## src/rtl/itfr_pkg.sv

```systemverilog
// Shared types and constants of the idle timeout frame receiver.
package itfr_pkg;

  typedef enum logic [1:0] {
    KIND_BYTE    = 2'd0,
    KIND_TICK    = 2'd1,
    KIND_POP     = 2'd2,
    KIND_RELEASE = 2'd3
  } kind_t;

  typedef struct packed {
    kind_t      kind;
    logic [7:0] rx_byte;
  } item_t;

  typedef struct packed {
    logic       frame_ready;
    logic [7:0] frame_length;
    logic [7:0] pop_data;
    logic       pop_valid;
    logic       byte_dropped;
  } result_t;

  localparam logic [15:0] IDLE_TICKS_RESET = 16'd10;

endpackage

```

## src/rtl/itfr_stream_if.sv

```systemverilog
// Valid/ready stream channel that carries one payload per transfer.
interface itfr_stream_if #(
  parameter type payload_t = logic [7:0]
);
  logic     valid;
  logic     ready;
  payload_t payload;

  modport source (output valid, output payload, input ready);
  modport sink   (input valid, input payload, output ready);
endinterface

```

## src/rtl/idle_timeout_frame_receiver.sv

```systemverilog
// Idle timeout frame receiver: ring buffer of serial bytes with frames delimited by line silence.
//
// Each transfer on the item channel carries one event: a received byte, a timer tick, a pop of
// one byte or a release of the frame flag. Every item yields exactly one transfer on the result
// channel with the ready flag, the held length (modulo the buffer depth, cut to 8 bits), the
// popped byte and a dropped indication. Byte, tick and release items form their result at the
// accepting edge, and the block takes a new item in the following cycle, provided the result
// register is free or is being drained in that same cycle. A pop item waits for the registered
// read of the ring store memory and blocks new items until its result is formed. The ring
// store holds undefined data after reset; since only written entries are ever read, no clearing
// pass is needed and the block is ready right after reset. The idle_ticks register is loaded
// through idle_ticks_we and idle_ticks_data and must only be written while no item is in flight.
module idle_timeout_frame_receiver #(
  parameter int BUFFER_DEPTH = 256
) (
  input  logic                 clk,
  input  logic                 rst,
  input  logic                 idle_ticks_we,
  input  logic [15:0]          idle_ticks_data,
  itfr_stream_if.sink          item,
  itfr_stream_if.source        result
);

  localparam int IDX_W = $clog2(BUFFER_DEPTH);
  localparam int CNT_W = $clog2(BUFFER_DEPTH + 1);
  localparam logic [IDX_W-1:0] LAST_IDX = IDX_W'(BUFFER_DEPTH - 1);
  localparam logic [CNT_W-1:0] FULL_CNT = CNT_W'(BUFFER_DEPTH);

  typedef enum logic {
    S_IDLE,
    S_POP
  } state_t;

  state_t              state;
  logic                out_valid;
  itfr_pkg::result_t   out_payload;

  // Ring store, written by received bytes and read by pops.
  logic [7:0]          ring_store [BUFFER_DEPTH];
  logic [7:0]          rd_data;

  logic [IDX_W-1:0]    wr_idx;
  logic [IDX_W-1:0]    rd_idx;
  logic [CNT_W-1:0]    held_cnt;
  logic [15:0]         idle_timer;
  logic                ready_flag;
  logic [7:0]          held_length;
  logic [15:0]         idle_ticks;
  logic                pop_hit;

  logic [IDX_W-1:0]    wr_idx_next;
  logic [IDX_W-1:0]    rd_idx_next;
  logic [CNT_W-1:0]    held_cnt_next;
  logic [15:0]         idle_timer_next;
  logic                ready_flag_next;
  logic [7:0]          held_length_next;
  logic                store_we;
  logic                store_re;
  logic                dropped;

  logic                accept;
  itfr_pkg::item_t     in_item;

  // The held count modulo the depth is zero both when the store is empty and when it is full.
  function automatic logic [7:0] length_of(input logic [CNT_W-1:0] cnt);
    logic [CNT_W-1:0] wrapped;
    logic [31:0]      wide;
    wrapped = (cnt == FULL_CNT) ? '0 : cnt;
    wide    = 32'(wrapped);
    return wide[7:0];
  endfunction

  assign in_item      = item.payload;
  // A new item is taken only out of reset, in the idle state and when the result register will
  // be free.
  assign item.ready   = !rst && (state == S_IDLE) && (!out_valid || result.ready);
  assign accept       = item.valid && item.ready;
  assign result.valid   = out_valid;
  assign result.payload = out_payload;

  // Next-state logic of the buffer bookkeeping for the accepted item.
  always_comb begin
    wr_idx_next      = wr_idx;
    rd_idx_next      = rd_idx;
    held_cnt_next    = held_cnt;
    idle_timer_next  = idle_timer;
    ready_flag_next  = ready_flag;
    held_length_next = held_length;
    store_we         = 1'b0;
    store_re         = 1'b0;
    dropped          = 1'b0;
    if (accept) begin
      unique case (in_item.kind)
        itfr_pkg::KIND_BYTE: begin
          if (ready_flag) begin
            dropped = 1'b1;
          end else if (held_cnt == '0 || held_cnt == FULL_CNT || idle_timer != '0) begin
            // A taken byte restarts the silence timer, whether or not it finds room.
            idle_timer_next = idle_ticks;
            if (held_cnt != FULL_CNT) begin
              store_we      = 1'b1;
              wr_idx_next   = (wr_idx == LAST_IDX) ? '0 : wr_idx + 1'b1;
              held_cnt_next = held_cnt + 1'b1;
            end else begin
              dropped = 1'b1;
            end
            held_length_next = length_of(held_cnt_next);
          end else begin
            // The timer ran out with data held but no tick has closed the frame yet.
            dropped = 1'b1;
          end
        end
        itfr_pkg::KIND_TICK: begin
          if (idle_timer != '0) begin
            idle_timer_next = idle_timer - 1'b1;
          end else if (held_length != '0 && !ready_flag) begin
            ready_flag_next = 1'b1;
          end
        end
        itfr_pkg::KIND_POP: begin
          if (held_cnt != '0) begin
            store_re         = 1'b1;
            rd_idx_next      = (rd_idx == LAST_IDX) ? '0 : rd_idx + 1'b1;
            held_cnt_next    = held_cnt - 1'b1;
            held_length_next = length_of(held_cnt_next);
          end
        end
        itfr_pkg::KIND_RELEASE: begin
          ready_flag_next = 1'b0;
        end
      endcase
    end
  end

  // Synchronous memory with a registered read port.
  always_ff @(posedge clk) begin
    if (store_we) begin
      ring_store[wr_idx] <= in_item.rx_byte;
    end
    if (store_re) begin
      rd_data <= ring_store[rd_idx];
    end
  end

  always_ff @(posedge clk) begin
    if (rst) begin
      wr_idx      <= '0;
      rd_idx      <= '0;
      held_cnt    <= '0;
      idle_timer  <= '0;
      ready_flag  <= 1'b0;
      held_length <= '0;
      pop_hit     <= 1'b0;
    end else begin
      wr_idx      <= wr_idx_next;
      rd_idx      <= rd_idx_next;
      held_cnt    <= held_cnt_next;
      idle_timer  <= idle_timer_next;
      ready_flag  <= ready_flag_next;
      held_length <= held_length_next;
      if (accept) begin
        pop_hit <= store_re;
      end
    end
  end

  always_ff @(posedge clk) begin
    if (rst) begin
      idle_ticks <= itfr_pkg::IDLE_TICKS_RESET;
    end else if (idle_ticks_we) begin
      idle_ticks <= idle_ticks_data;
    end
  end

  // Sequencer and result register. A pop waits in S_POP for the registered memory read before
  // its result is formed; all other kinds produce their result at the accepting edge.
  always_ff @(posedge clk) begin
    if (rst) begin
      state     <= S_IDLE;
      out_valid <= 1'b0;
    end else begin
      if (out_valid && result.ready) begin
        out_valid <= 1'b0;
      end
      unique case (state)
        S_IDLE: begin
          if (accept) begin
            if (in_item.kind == itfr_pkg::KIND_POP) begin
              state <= S_POP;
            end else begin
              out_valid                 <= 1'b1;
              out_payload.frame_ready   <= ready_flag_next;
              out_payload.frame_length  <= held_length_next;
              out_payload.pop_data      <= '0;
              out_payload.pop_valid     <= 1'b0;
              out_payload.byte_dropped  <= dropped;
            end
          end
        end
        S_POP: begin
          state                     <= S_IDLE;
          out_valid                 <= 1'b1;
          out_payload.frame_ready   <= ready_flag;
          out_payload.frame_length  <= held_length;
          out_payload.pop_data      <= pop_hit ? rd_data : 8'd0;
          out_payload.pop_valid     <= pop_hit;
          out_payload.byte_dropped  <= 1'b0;
        end
        default: begin
          state <= S_IDLE;
        end
      endcase
    end
  end

  // The held count never exceeds the store depth.
  assert property (@(posedge clk) disable iff (rst) held_cnt <= FULL_CNT)
    else $error("held count exceeds buffer depth");

  // The reported length always tracks the held count.
  assert property (@(posedge clk) disable iff (rst) held_length == length_of(held_cnt))
    else $error("held length out of step with held count");

  // The frame flag is only raised by a tick transfer.
  assert property (@(posedge clk) disable iff (rst)
    $rose(ready_flag) |-> $past(accept && in_item.kind == itfr_pkg::KIND_TICK))
    else $error("frame flag raised without a tick");

  // While a pop waits for its memory read the result register is empty.
  assert property (@(posedge clk) disable iff (rst) state == S_POP |-> !out_valid)
    else $error("result register busy during pop read");

endmodule

```

## src/flat_wrapper.sv

```systemverilog
// flat-port wrapper written by rule: the top's interface ports become plain ports
module idle_timeout_frame_receiver_flat 
#(
  parameter int BUFFER_DEPTH = 256
)
  (clk, rst, idle_ticks_we, idle_ticks_data, item_valid, item_payload, item_ready, result_valid, result_payload, result_ready);
  itfr_stream_if #(.payload_t(itfr_pkg::item_t)) item_i ();
  itfr_stream_if #(.payload_t(itfr_pkg::result_t)) result_i ();
  input  logic clk;
  input  logic rst;
  input  logic idle_ticks_we;
  input  logic [15:0] idle_ticks_data;
  input wire logic [$bits(item_i.valid)-1:0] item_valid;
  input wire logic [$bits(item_i.payload)-1:0] item_payload;
  output wire logic [$bits(item_i.ready)-1:0] item_ready;
  output wire logic [$bits(result_i.valid)-1:0] result_valid;
  output wire logic [$bits(result_i.payload)-1:0] result_payload;
  input wire logic [$bits(result_i.ready)-1:0] result_ready;
  assign item_i.valid = item_valid;
  assign item_i.payload = item_payload;
  assign item_ready = item_i.ready;
  assign result_valid = result_i.valid;
  assign result_payload = result_i.payload;
  assign result_i.ready = result_ready;
  idle_timeout_frame_receiver #(.BUFFER_DEPTH(BUFFER_DEPTH)) u_core (.clk(clk), .rst(rst), .idle_ticks_we(idle_ticks_we), .idle_ticks_data(idle_ticks_data), .item(item_i), .result(result_i));
endmodule
```

## config.mk

```make
export PLATFORM = sky130hd
export DESIGN_NAME = idle_timeout_frame_receiver_flat
export DESIGN_NICKNAME = d
export VERILOG_FILES = /design/src/rtl/itfr_pkg.sv /design/src/rtl/itfr_stream_if.sv /design/src/rtl/idle_timeout_frame_receiver.sv /design/src/flat_wrapper.sv
export SDC_FILE = /design/constraint.sdc
export NUM_CORES = 2
export LEC_CHECK = 0
export BUFFER_PORTS_ARGS = -buffer_cell sky130_fd_sc_hd__buf_2
export CAP_MARGIN = 20
export CORE_MARGIN = 8
export CORE_UTILIZATION = 45
export CTS_CLUSTER_SIZE = 20
export DETAILED_ROUTE_END_ITERATION = 10
export SYNTH_ARGS = -nofsm -noshare
export SYNTH_HDL_FRONTEND = slang
export SYNTH_SLANG_ARGS = --single-unit
```

## constraint.sdc

```tcl
create_clock -name clk -period 4.2 [get_ports clk]
set_input_delay 0.42 -clock clk [delete_from_list [all_inputs] [get_ports clk]]
set_output_delay 0.42 -clock clk [all_outputs]
set_load 0.02 [all_outputs]
```

Word-level counts from Yosys, hierarchy flattened:

Memories as Yosys holds them, arrays and structs flattened. A register that Yosys moved wholly into a read port is not among the register bits.
Cells that the tools add are included.

* flip-flop bits (word level): 88
* latch bits: 0
* bits in writable memories: 2048
* memory bits (read-only): 0
* bits of input ports: 31
* output and inout port bits: 21
* logic and storage cells: 113
* memories: 1

Memories
* u_core.ring_store: depth 256, bits a word 8, rd ports 1, clocked after Yosys merged registers in 1, wr ports 1, RTL line idle_timeout_frame_receiver.sv:39 `logic [7:0] ring_store [BUFFER_DEPTH];`

* add/sub/neg operators: 5
* multipliers: 0
* div/mod/pow operators: 0
* $lt $le $gt $ge: 0
* equality and inequality tests: 15
* shift operators: 0
* multiplexer cells: 51
* bitwise logic cells: 3
* reduce and logical (&&, ||, !) cells: 23

Operator list (number)
* $mux 8: 9
* $mux 9: 8
* $mux 16: 3
* $mux 19: 2
* $pmux 19 s2: 1
* $pmux 16 s2: 1
* $eq 9x9->1 const B: 3
* $mux 1: 22
* $pmux 9 s2: 1
* $add 8x1->8 const B: 2
* $eq 8x8->1 const B: 2
* $pmux 8 s2: 1
* $reduce_bool 16->1: 1
* $sub 16x1->16 const B: 1
* $reduce_and 5->1: 3
* $add 9x1->9 const B: 1
* $logic_not 9->1: 1
* $ne 9x9->1 const B: 1
* $reduce_bool 9->1: 1
* $sub 9x1->9 const B: 1
* $ne 2x1->1 const B: 4
* $reduce_bool 8->1: 1
* $pmux 1 s2: 3
* $reduce_and 3->1: 2
* other kinds (9): 22

Depth between registers and ports, before layout:

* depth in word-level cells: 16
* depth in mapped cells: 13

Worst setup path before layout:

Ideal clock, no wire load.

* path type: register to register
* start point: register u_core.held_cnt[0]
* end point: memory u_core.ring_store[216][0], enable pin
* setup time: 395 ps
* arrival time: 3044 ps
* path slack: 761 ps
* cell stages (with the launch flop): 10
* clock period less this slack: 3439 ps
* path through: dfxtp_1 clkbuf_1 inv_1 ha_1 nor2b_1 nand3_1 a311o_1 nor3_2 nand3_1 nor4_1

* longest elaborated chain between the ends: 9
* elaborated cells on any way between the ends: 12

Ends and longest elaborated chain
* start: declaration: RTL line idle_timeout_frame_receiver.sv:44 `logic [CNT_W-1:0] held_cnt;`
* start signal: assignment: RTL line idle_timeout_frame_receiver.sv:157 `held_cnt <= held_cnt_next;`
* $eq 9x9->1 or $logic_not 9->1 (tied branches): RTL line idle_timeout_frame_receiver.sv:97 `end else if (held_cnt == '0 || held_cnt == FULL_CNT || idle_timer != '0) begin`
* $logic_or 1x1->1 (2 in a row): RTL line idle_timeout_frame_receiver.sv:97
* $mux 1 (*): RTL line idle_timeout_frame_receiver.sv:97
* $mux 1 (*): RTL line idle_timeout_frame_receiver.sv:95 `if (ready_flag) begin`
* $mux 1 (*): RTL line idle_timeout_frame_receiver.sv:93 `unique case (in_item.kind)`
* $mux 1 (*): RTL line idle_timeout_frame_receiver.sv:92 `if (accept) begin`
* $mux 1 (*): RTL line idle_timeout_frame_receiver.sv:137 `if (store_we) begin`
* $mux 1 (not written as such) (*): RTL line idle_timeout_frame_receiver.sv:138 `ring_store[wr_idx] <= in_item.rx_byte;`
* end: declaration: RTL line idle_timeout_frame_receiver.sv:39

Every way passes the cells marked *; elsewhere a longest branch is shown, timed or not.

Worst setup path in the final report:

* start point: register u_core.held_cnt[0]
* end point: memory u_core.ring_store[108][6], enable pin

Same word-level chain as after synthesis.

==> results.txt <==
----------------------------------------------------
[Global routing]
  Total grt overflow ... 0
  Global-route wire length before repair ... 339 mm
  Vias in the first global route ... between 40000 and 50000
  Initial antenna violation count ... 10
  Total GRT Usage ... 0.232
  Pin count of the biggest net entering global routing ... around 130

[Floorplan]
  Std-Cell Core Area ... around 190000 um^2
  Site row count ... ~160
  Die Ht ... roughly 450 um
  Starting Density ... 0.454
  Number of I/O pins ... 52
  Total die area ... ~200000 um^2
  Die X ... between 400 and 500 um

[Clock tree]
  Clock latency at the later pin of the worst-skew pair ... between 0.8 and 0.9 ns
  Post-cts repair resize count ... 0
  Clock Pin Slew Worst Setup and Hold Paths ... approximately 0.060 ns
  Clock root buffer ... clkbuf_16
  H-tree depth reported by CTS ... 4
  Clock sinks ... ~2100
  Number of setup buffers added after CTS ... 0
  Clock tree from TritonCTS ... built
  CTS Hold Buffers Added ... 18
  Longest Clk Path Bufs ... 3
  Number of buffers added by the clock tree synthesis step ... about 210

[STA]
  Final Hold Violating Endpoints ... 0
  Final-report setup violation count ... 0
  Fin crit share ... 0.940
  Worst clock skew ... between 0.06 and 0.07 ns
  Unrepaired setup endpoints after global routing ... no
  Worst max-slew margin expressed relative to the limit ... 0.202
  Actual transition at the worst max-transition pin ... 1.20 ns
  Tmin final ... about 3.9 ns
  Final worst slack ... roughly 0.25 ns
  Peak Freq ... 253 MHz
  Total Negative Setup Slacks ... 0 ns
  Pins over their slew limit ... 0

[Placement]
  Half-perimeter wire length of the detailed placement result ... 152 mm
  Placed standard-cell area ... roughly 90000 um^2
  Count of port buffers added during placement ... 51
  DP Worst Slack ... 0.372 ns
  Placer Congestion ... about 0.9

[Routing]
  Average detailed-routed wire length per instance ... 32.5 um
  DRC violation count after routing ... 0
  Detailed-routing iteration count for the pre-antenna-repair pass ... 6
  Wirelength, routed ... around 240 mm
  Vias post-DR ... 45207
  Number of nets still failing antenna checks after routing ... 0
  Initial detailed-routing violation count ... between 5000 and 6000
  Via density per instance ... roughly 6

[Yosys]
  Proportion of register bits with asynchronous set or reset after synthesis ... 0
  Post-synthesis cell type with the largest combined area ... edfxtp_1
  Number of standard cells after synthesis ... approximately 4300
  Number of flops mapped to enable cells by yosys ... 2075
  Post-synth net total ... 4357
  Share of synthesized area occupied by flip-flops and latches ... 0.756
  Dominant cells by area after synthesis ... edfxtp_1 74%, mux4_2 12%, mux2i_1 2.6%
  Most frequent cells after synthesis ... 2075 x edfxtp_1, 446 x mux4_2, 343 x nor2_1
  Count of yosys warnings during synthesis ... 0
  Most used DFF post-synth ... edfxtp_1
  Area fraction of the dominant cell type after synthesis ... 0.740
  Syn avg cell area ... around 20 um^2
  Count of unique library cells instantiated by Yosys ... between 70 and 80
  Post-Syn Area ... 84200 um^2
  Synthesized flop and latch total ... approximately 2100
  Library cell with the highest instance count after synthesis ... edfxtp_1

[Final layout]
  Final cell area excluding filler cells ... 97000 um^2
  Total Nets Final ... roughly 4800
  Fraction of layout instances using a drive strength above 1 ... 0.249
  Area Growth Syn to Fin ... 15.2%

[Worst hold path]
  Tightest Hold Check Type ... in2reg

[Outcome]
  Run status ... finished, final reports clean

[Run]
  Maximum Capacitance Violations ... 0

[Worst setup path]
  Endpoint kind of the worst setup timing path ... flop
  Category of the worst setup path launch point ... flop
  Data arrival time of the critical path ... between 4 and 5 ns
  Ordered cell list for the critical path ... inv_1 -> ha_1 -> nor2b_1 -> nand3_1 -> a311oi_2 -> nand2_1 -> or3_1 -> nor2_1
  Required time worst endpoint ... 4.66 ns
  Slowest library cell on the worst path ... nor2_1
  Kind of critical path ... reg2reg
  Largest fanout of any net on the critical path ... 12
  Max stage delay on crit path ... 0.82 ns

[Power]
  Power per cell area ... between 400 and 500 nW/um^2
  Maximum resistive drop on vdd ... between 400 and 500 uV
  Static leakage ... approximately 30 nW

----------------------------------------------------
-- placed cells by master, fill, tap and decap left out, types with 33 or more instances in the layout --
cell / Yosys / layout
edfxtp_1: 2075 / 2075
mux4_2: 446 / 446
buf_4: 31 / 351
nor2_1: 343 / 339
mux2i_1: 221 / 221
clkbuf_16: 0 / 212
nand2_1: 144 / 140
a21oi_1: 97 / 97
o21ai_0: 70 / 70
dfxtp_1: 69 / 63
a22oi_1: 61 / 61
clkinv_1: 3 / 60
nand3_1: 51 / 49
o22ai_1: 47 / 47
clkbuf_1: 126 / 45
a211oi_1: 43 / 43
buf_2: 71 / 43
buf_12: 0 / 42
a221oi_1: 36 / 36
clkinv_2: 0 / 33
-- registers in the layout, summed over array words and instances, names as in the netlist, 9 cells and up --
name,count
u_core.ring_store,2048
u_core.result.payload,19
u_core.idle_timer,16
u_core.held_cnt,9
u_core.idle_ticks,16
-- through the flow --
| stage | util | instances | power, W | hold WS, ns |
|---|---|---|---|---|
| after floorplan | - | 4316 | 0.0244 | 0.441 |
| after global placement | 0.484 | 6976 | 0.0249 | 0.469 |
| after detailed placement | 0.484 | 6977 | 0.0249 | 0.474 |
| final | 0.522 | 7387 | 0.0433 | 0.0699 |
| after CTS | 0.522 | 7385 | 0.0436 | 0.00930 |
| after global routing | 0.522 | 7385 | 0.0444 | 0.0580 |
-- cell type report --
class / instances / area (um^2)
Multi-Input combinational cell: 1890 / 19200
Inverter: 19 / 73.8
Sequential cell: 2144 / 63700
Clock buffer: 259 / 5500
Antenna cell: 2 / 5.00
Clock inverter: 131 / 1420
Timing Repair Buffer: 462 / 3980
Tap cell: 2480 / 3100
Fill cell: 14528 / 88700
-- per-layer routing --
metal	track usage	up-vias	part of all wire
met5	0	-	0.000096
met2	0.361	2311	0.46
met4	0.0912	4	0.044
met3	0.0528	470	0.092
met1	0.321	23855	0.40
li1	-	18567	-
-- final timing paths --
kind,start,end,slack [ns],depth (start not counted)
max reg2reg,u_core.held_cnt[0],u_core.ring_store[108][6],0.25,8
max,u_core.held_cnt[0],u_core.ring_store[108][6],0.25,8
min reg2reg,u_core.held_length[7],u_core.held_length[7],0.48,2
min,idle_ticks_we,u_core.idle_ticks[1],0.07,3
-- cells by family (layout without fill, tap and decap cells) --
group                    after synthesis  count (layout)  synth area share
other                                  0               2                 0
XOR/XNOR                              22              22           0.00229
multiplexers                         672             672             0.146
adder cells (fa/ha/maj)               10              10           0.00149
flip-flops                          2144            2144             0.756
AO/OA/AOI/OAI                        497             497            0.0408
AND/OR/NAND/NOR                      689             689            0.0360
buffers and inverters                282             871            0.0167
-- critical path: cells and delay by family (launching register included) --
family | cells | cell delay [ns]
AO/OA/AOI/OAI | 1 | 0.44
AND/OR/NAND/NOR | 5 | 2.35
adder cells (fa/ha/maj) | 1 | 0.17
flip-flops | 1 | 0.43
buffers and inverters | 1 | 0.16
-- report_power, final --
group          switching [W]  internal (W)  leakage, nW
clock                0.00810        0.0107         3.35
combinational       0.000694      0.000287         7.45
sequential         0.0000354        0.0235         19.2
No activity file was read; power rests on OpenSTA's default activity.
